**src/escaped_rle_slide_decoder_core_assert.svh**
```systemverilog
// ----------------------------------------------------------------------------
// Assertion macros for the escaped run-length decoder core.
// Each macro expands to one labeled concurrent assertion on clk and arst_n.
// ----------------------------------------------------------------------------
`ifndef ESCAPED_RLE_SLIDE_DECODER_CORE_ASSERT_SVH
`define ESCAPED_RLE_SLIDE_DECODER_CORE_ASSERT_SVH

`define ERSD_ASSERT_IMPL(lbl, ante, cons, msg) \
	lbl: assert property (@(posedge clk) disable iff (!arst_n) (ante) |-> (cons)) \
		else $error(msg);

`define ERSD_ASSERT_ALWAYS(lbl, cond, msg) \
	`ERSD_ASSERT_IMPL(lbl, 1'b1, cond, msg)

`endif

```
**src/ersd_pkg.sv**
```systemverilog
// ----------------------------------------------------------------------------
// Escaped run-length decoder package
// Buffer size, escape codes, decoder phases and the item types of both channels.
// ----------------------------------------------------------------------------
package ersd_pkg;

	localparam int unsigned BUFFER_BYTES = 896;
	localparam int unsigned POS_W        = 10;

	localparam logic [7:0] CODE_END = 8'hFF;
	localparam logic [7:0] CODE_RUN = 8'hFE;

	typedef enum logic [2:0] {
		PH_SKIP,
		PH_DECODE,
		PH_RUN_LEN,
		PH_RUN_FILL,
		PH_DONE
	} phase_t;

	typedef struct packed {
		logic [7:0] stream_byte;
		logic       stream_start;
	} stream_item_t;

	typedef struct packed {
		logic [POS_W-1:0] write_position;
		logic [7:0]       write_value;
		logic [7:0]       write_count;
		logic             record_done;
	} write_item_t;

endpackage

```
**src/escaped_rle_slide_decoder_core.sv**
```systemverilog
// ----------------------------------------------------------------------------
// Escaped run-length slide decoder core
// Skips to the selected record of an escape-coded byte stream and turns its
// literals and runs into buffer write descriptors.
// ----------------------------------------------------------------------------
// Encoded bytes enter on the stream channel (valid/ready) and write descriptors
// leave on the write channel (valid/ready). A descriptor passes through the input
// register and then the result register before it is offered. One byte is
// taken every cycle as long as the result register is empty or is being
// emptied in the same cycle; the decoder state is updated in that single pass,
// so there is no further pipelining.
// Bytes that produce no descriptor (skipped records, run headers, zero-length
// runs, bytes after the record) still pass through the input register.
// The record to decode is set by writing cfg_write_data with cfg_write_en;
// the write takes effect at once and should be made while the core is idle.
// Reset clears the decoder to the start of a stream and the record index to
// zero. A byte flagged stream_start restarts skipping and decoding. When the
// receiver stalls, the pending descriptor holds and the core stops taking
// bytes once its input register is also full.
// ----------------------------------------------------------------------------
module escaped_rle_slide_decoder_core (
	input  logic                  clk,
	input  logic                  arst_n,
	input  logic                  stream_valid,
	output logic                  stream_ready,
	input  ersd_pkg::stream_item_t stream_item,
	output logic                  write_valid,
	input  logic                  write_ready,
	output ersd_pkg::write_item_t write_desc,
	input  logic                  cfg_write_en,
	input  logic [7:0]            cfg_write_data
);
	import ersd_pkg::*;

	logic                 valid_s1;
	stream_item_t         item_s1;
	logic                 valid_s2;
	write_item_t          desc_s2;
	logic [7:0]           record_index_q;
	phase_t               phase_q;
	logic [7:0]           skipped_q;
	logic [POS_W-1:0]     fill_q;
	logic [7:0]           run_len_q;

	logic                 advance;
	phase_t               raw_phase;
	phase_t               cur_phase;
	logic [7:0]           cur_skipped;
	logic [POS_W-1:0]     cur_fill;
	logic [7:0]           cur_run_len;
	logic [POS_W:0]       space;
	logic [POS_W:0]       run_cnt;
	logic [POS_W:0]       lit_end;
	logic [POS_W:0]       run_end;
	logic                 lit_done;
	logic                 run_done;

	phase_t               phase_d;
	logic [7:0]           skipped_d;
	logic [POS_W-1:0]     fill_d;
	logic [7:0]           run_len_d;
	logic                 emit;
	write_item_t          desc_d;

	assign advance      = valid_s1 && (!valid_s2 || write_ready);
	assign stream_ready = !valid_s1 || advance;
	assign write_valid  = valid_s2;
	assign write_desc   = desc_s2;

	always_comb begin
		raw_phase   = item_s1.stream_start ? PH_SKIP : phase_q;
		cur_skipped = item_s1.stream_start ? 8'd0 : skipped_q;
		cur_fill    = item_s1.stream_start ? '0 : fill_q;
		cur_run_len = item_s1.stream_start ? 8'd0 : run_len_q;
		cur_phase   = raw_phase;
		if (raw_phase == PH_SKIP && cur_skipped == record_index_q) begin
			cur_phase = PH_DECODE;
		end
		space    = (POS_W+1)'(BUFFER_BYTES) - {1'b0, cur_fill};
		run_cnt  = ({3'b000, cur_run_len} < space) ? {3'b000, cur_run_len} : space;
		lit_end  = {1'b0, cur_fill} + (POS_W+1)'(1);
		run_end  = {1'b0, cur_fill} + run_cnt;
		lit_done = lit_end >= (POS_W+1)'(BUFFER_BYTES);
		run_done = run_end >= (POS_W+1)'(BUFFER_BYTES);
	end

	always_comb begin
		phase_d   = cur_phase;
		skipped_d = cur_skipped;
		fill_d    = cur_fill;
		run_len_d = cur_run_len;
		case (cur_phase)
			PH_SKIP: begin
				if (item_s1.stream_byte == CODE_END) begin
					skipped_d = cur_skipped + 8'd1;
				end
			end
			PH_DECODE: begin
				if (item_s1.stream_byte == CODE_END) begin
					phase_d = PH_DONE;
				end else if (item_s1.stream_byte == CODE_RUN) begin
					phase_d = PH_RUN_LEN;
				end else begin
					fill_d = lit_end[POS_W-1:0];
					if (lit_done) begin
						phase_d = PH_DONE;
					end
				end
			end
			PH_RUN_LEN: begin
				run_len_d = item_s1.stream_byte;
				phase_d   = PH_RUN_FILL;
			end
			PH_RUN_FILL: begin
				phase_d = PH_DECODE;
				if (run_cnt != '0) begin
					fill_d = run_end[POS_W-1:0];
					if (run_done) begin
						phase_d = PH_DONE;
					end
				end
			end
			default: begin
				phase_d = PH_DONE;
			end
		endcase
	end

	always_comb begin
		emit                  = 1'b0;
		desc_d.write_position = cur_fill;
		desc_d.write_value    = item_s1.stream_byte;
		desc_d.write_count    = 8'd1;
		desc_d.record_done    = 1'b0;
		case (cur_phase)
			PH_DECODE: begin
				if (item_s1.stream_byte == CODE_END) begin
					emit               = 1'b1;
					desc_d.write_value = 8'd0;
					desc_d.write_count = 8'd0;
					desc_d.record_done = 1'b1;
				end else if (item_s1.stream_byte != CODE_RUN) begin
					emit               = 1'b1;
					desc_d.record_done = lit_done;
				end
			end
			PH_RUN_FILL: begin
				emit               = run_cnt != '0;
				desc_d.write_count = run_cnt[7:0];
				desc_d.record_done = run_done;
			end
			default: begin
				emit = 1'b0;
			end
		endcase
	end

	always_ff @(posedge clk or negedge arst_n) begin
		if (!arst_n) begin
			valid_s1 <= 1'b0;
		end else if (stream_ready) begin
			valid_s1 <= stream_valid;
		end
	end

	always_ff @(posedge clk) begin
		if (stream_ready && stream_valid) begin
			item_s1 <= stream_item;
		end
	end

	always_ff @(posedge clk or negedge arst_n) begin
		if (!arst_n) begin
			valid_s2 <= 1'b0;
		end else if (advance) begin
			valid_s2 <= emit;
		end else if (write_ready) begin
			valid_s2 <= 1'b0;
		end
	end

	always_ff @(posedge clk) begin
		if (advance && emit) begin
			desc_s2 <= desc_d;
		end
	end

	always_ff @(posedge clk or negedge arst_n) begin
		if (!arst_n) begin
			phase_q   <= PH_SKIP;
			skipped_q <= 8'd0;
			fill_q    <= '0;
			run_len_q <= 8'd0;
		end else if (advance) begin
			phase_q   <= phase_d;
			skipped_q <= skipped_d;
			fill_q    <= fill_d;
			run_len_q <= run_len_d;
		end
	end

	always_ff @(posedge clk or negedge arst_n) begin
		if (!arst_n) begin
			record_index_q <= 8'd0;
		end else if (cfg_write_en) begin
			record_index_q <= cfg_write_data;
		end
	end

`include "escaped_rle_slide_decoder_core_assert.svh"

	`ERSD_ASSERT_ALWAYS(a_fill_in_range, fill_q <= POS_W'(BUFFER_BYTES), "fill position beyond buffer")
	`ERSD_ASSERT_IMPL(a_done_phase, write_valid && write_desc.record_done, phase_q == PH_DONE, "record done without done phase")
	`ERSD_ASSERT_IMPL(a_zero_count_ends, write_valid && write_desc.write_count == 8'd0, write_desc.record_done, "zero count descriptor not ending record")

endmodule

```
**config.mk**
```make
export PLATFORM = sky130hd
export DESIGN_NAME = escaped_rle_slide_decoder_core
export DESIGN_NICKNAME = d
export VERILOG_FILES = /design/src/ersd_pkg.sv /design/src/escaped_rle_slide_decoder_core.sv
export VERILOG_INCLUDE_DIRS = /design/src /design/src/src
export SDC_FILE = /design/constraint.sdc
export NUM_CORES = 1
export LEC_CHECK = 0
export ABC_AREA = 1
export BUFFER_PORTS_ARGS = -buffer_cell sky130_fd_sc_hd__buf_4
export CORE_MARGIN = 2
export CORE_UTILIZATION = 54
export DETAILED_ROUTE_END_ITERATION = 16
export PLACE_DENSITY = 0.75
export SYNTH_ARGS = -nofsm -noshare
export SYNTH_HDL_FRONTEND = slang
export SYNTH_SLANG_ARGS = --single-unit
```
**constraint.sdc**
```tcl
create_clock -name clk -period 4.5 [get_ports clk]
set_clock_uncertainty 0.15 [all_clocks]
set_input_delay 0.45 -clock clk [delete_from_list [all_inputs] [get_ports clk]]
set_output_delay 0.45 -clock clk [all_outputs]
set_load 0.03 [all_outputs]
```
==> results.md <==
- The synthesized area is approximately 4800 um^2.
- Across the whole layout, storage elements account for 2060 um^2.
- Counting the buffers created by CTS gives 9.
- The site row count is 34.
- The routed design has 12.6 mm of wire.
- The iteration count of the initial detailed-routing pass is 5.
- The placed wire-length estimate is ~9.2 mm.
- In this run, synthesis inferred 36 flip-flops with an integrated enable.
- The tightest hold path in the finished design has a slack of 0.106 ns.
- The peak supply drop is roughly 0.16 mV.
- The worst register-to-register path begins at item_s1[0].
- Clock latency on the worst-skew pair, taken at its later pin, is 0.36 ns.
- The overflow left after global routing is 0.
- TritonCTS built the clock tree.
- The number of max-cap violations is 0.
- The total setup violations reported at the end of the flow is 0.
- The initial utilization of the core area, before any placement, comes to a little under three fifths.
- The highest net fanout along the worst path is 9.
- In this run the critical register-to-register path is captured at write_desc[0].
- In the post-synthesis netlist, the biggest area contributors are edfxtp_1 22%, dfrtp_1 20%, nand2_1 10%.
- The die covers ~10000 um^2.
- After synthesis, the most frequently instantiated cells are 128 x nand2_1, 83 x nor2_1, 82 x inv_1.
- Data on the critical path arrives at its endpoint at roughly 4.2 ns.
- The number of antenna violations at the first check in global routing came to 0.
- The final net count is roughly 730.
- For this block, the initial DRC count from the detailed router was ~440.
- In the final layout, the share of cells above drive strength 1 is 19.9%.
- The repair_antennas step left the layout with diodes totalling 0.
- Derived from the worst setup path, the maximum achievable clock frequency is 0.233 GHz.
- The clock tree root driver cell is clkbuf_8.
- Measured in cells, the most critical reg-to-reg path has a length of 29.
- The dominant cell by count in the synthesized netlist is nand2_1.
- For the final routed database, the setup TNS stands at 0 ns.
- Measured along the x axis, the die boundary spans between 90 and 100 um.
- The via density per instance is 5.51.
- The clock net in this run drives a total of 75 sinks.
- The H-tree depth reported by CTS is 3.
- The most area-hungry cell type in the Yosys netlist is edfxtp_1.
- The routed layout has roughly 4,400 vias.
- The worst register-to-register path has a setup slack of roughly 0.21 ns.
- The total DRC errors in the routed layout is 0.
- Counting along the longest clock path gives a buffer depth of 2.
- The pin count of the biggest net entering global routing is 40.
- The worst path required time is ~4.5 ns.
- The maximum cell stage delay along the critical path is 0.45 ns.
- In this run the tool buffered the top-level ports with 50 buffer cells.
- The net count of the mapped netlist is roughly 660.
- The worst setup path is captured at a flip-flop.
- The layout has 740 filler cells.
- In this run the tightest slew margin relative to its limit is 32.7%.
- The worst path needs ~4.3 ns of the cycle, external delays included.
- The cell with the most instances on the worst path is nand2_1.
- The power density over cell area is 274 nW/um^2.
- For this run, asynchronously set or reset flops after synthesis account for ~52%.
- The startpoint type of the worst setup path is a flip-flop.
- In this run the vertical extent of the chip is 98.5 um.
- The slew of the pin with the lowest slew margin is just over 1 ns.
- The final count of pins violating max slew is 0.
- Compared with the post-synthesis result, the final layout area differs by 18.7%.
- The global-route wire length before repair is ~20 mm.
- The share of synthesized area in the top cell type comes to 22.4%.
- The synthesized instance count is 621.
- The most critical setup path has its endpoint at write_desc[0].
- The count of yosys warnings during synthesis is 0.
- The number of routed nets with antenna violations is 0.
- After clock tree synthesis, the clock-pin slew on the worst setup and hold paths is around 0.090 ns.
- The multi-input combinational cells in the finished layout cover a total of roughly 2500 um^2.
- The placer congestion estimate is roughly 0.95.
- The netlist uses 39 different library cells.
- The most critical setup path has its startpoint at item_s1[0].
- Summing all placed instances gives a cell area of roughly 5400 um^2.
- The number of standard cells in the final layout excluding fillers is ~800.
- After floorplanning, the core was sized to cover a little under 9000 um^2.
- The run finished with clean final reports.
- The type of the worst setup path is reg -> reg.
- The aggregate global-route resource usage is approximately a quarter.
- Dividing the detail-routed wire length by the instance count gives between 15 and 20 um.
- The finished cells cover 5730 um^2.
- The number of global-route vias before repair is between 4,000 and 5,000.
- The hold path depth is 1.
- The portion of the clock cycle consumed by the worst path in the final layout is 95.3%.
- The worst hold path belongs to the class in -> reg.
- The leakage component of the power is roughly 2.7 nW.
- The cell count after placement is roughly 780.
- In this run, synthesis produced a sequential element count of 75.
- Summing the sequential cell areas from Yosys gives a little over two fifths of the chip area.
- In this run the count of I/O pins placed on the die edge is a little over 50.
- The mean cell area of the mapped netlist is between 7 and 8 um^2.
- The slowest stage of the critical path is the edfxtp_1 cell.
- The hold violation count in the final report is 0.
- The flip-flop cell with the highest count after synthesis is dfrtp_1.
## where the power goes
group / internal (mW) / leakage (nW) / total [mW] / switching (mW)
Combinational: 0.0956 / 1.75 / 0.272 / 0.176
Sequential: 0.745 / 0.821 / 0.769 / 0.0232
Clock: 0.261 / 0.0949 / 0.531 / 0.270
## cells by family after synthesis
kind of cell / synth area share (%)
mux: 0.467
simple gates: 28.7
buf+inv: 8.68
xor+xnor: 5.26
flops: 42.6
compound gates: 8.84
fa+ha+maj: 5.34
other cells: 0.0777
## critical path, delay by kind of cell (launching register included)
| kind | cells | cell delay [ns] |
|---|---|---|
| AOI/OAI and AO/OA | 3 | 0.41 |
| buffers and inverters | 3 | 0.26 |
| adders and majority gates | 2 | 0.72 |
| and+or+nand+nor | 20 | 1.80 |
| DFF | 1 | 0.45 |
| xor gates and xnor gates | 1 | 0.26 |
## state kept, by name (all words and copies together), names as in the netlist, 3 cells and up
register,cells
write_desc,27
fill_q,10
item_s1,9
record_index_q,8
run_len_q,8
skipped_q,8
phase_q,3
## worst min-delay path by stage
| stage | startpoint | endpoint |
|---|---|---|
| 2_1_floorplan | arst_n | fill_q[0] |
| 3_3_place_gp | arst_n | fill_q[9] |
| 3_5_place_dp | arst_n | fill_q[9] |
| 4_1_cts | stream_item[6] | item_s1[6] |
| 5_1_grt | stream_item[8] | item_s1[8] |
| 6_report | stream_item[6] | item_s1[6] |
## final cells by class
type,instances,share of cell area [%]
clock buffer,11,2.29
clock inverter,5,1.07
inverter,89,6.00
multi-input combinational,444,43.5
sequential,75,35.9
tap,108,2.36
timing repair buffer,64,8.84
## layout by cell type, fill, tap and decap left out, types with 2 or more instances in the layout
cell      netlist  final
a21oi_1        34     29
a21oi_2         0      4
buf_4           0     60
clkbuf_1        8      2
clkbuf_8        0      9
dfrtp_1        39     39
edfxtp_1       36     36
ha_1           19     13
ha_2            0      3
ha_4            0      3
inv_1          82     81
inv_2           5      5
inv_4           0      2
inv_6           0      2
mux2_2          2      2
nand2_1       128    123
nand2_2        12     14
nand2_4         4      7
nand3_1        44     41
nand3_2         1      4
nand4_1        16     16
nor2_1         83     81
nor2_2          3      5
nor3_1         12     11
nor3_2          1      2
nor4_1          2      2
o21ai_0        42     40
o21ai_2         0      2
o21bai_2        1      2
xnor2_1         5      5
xor2_1         24     23
## routing by layer
| metal | up-vias | global-route usage, % | share of wire [%] |
|---|---|---|---|
| met5 | - | 0 | 0 |
| met4 | 0 | 11.4 | 3.3 |
| met3 | 40 | 5.67 | 7.5 |
| met2 | 181 | 42.9 | 46 |
| met1 | 2016 | 34.6 | 43 |
| li1 | 2145 | - | - |
## stage by stage
step           total power, mW  worst slack, ns  util, %
2_1_floorplan            0.947            0.122        -
3_3_place_gp              1.02            0.120     61.8
3_5_place_dp              1.03           0.0151     61.8
4_1_cts                   1.55          0.00400     64.2
5_1_grt                   1.64          -0.0500     66.0
6_report                  1.57            0.212     66.0
## repair_timing
action | CTS | global route
pin swaps | 0 | 4
hold buffers | 1 | 0
setup buffers | 1 | 1
endpoints found under the setup margin | 1 | 8
gates resized for setup | 0 | 39
hold endpoints to repair | 39 | 0
Note: power is estimated with default switching activity, not from simulation.
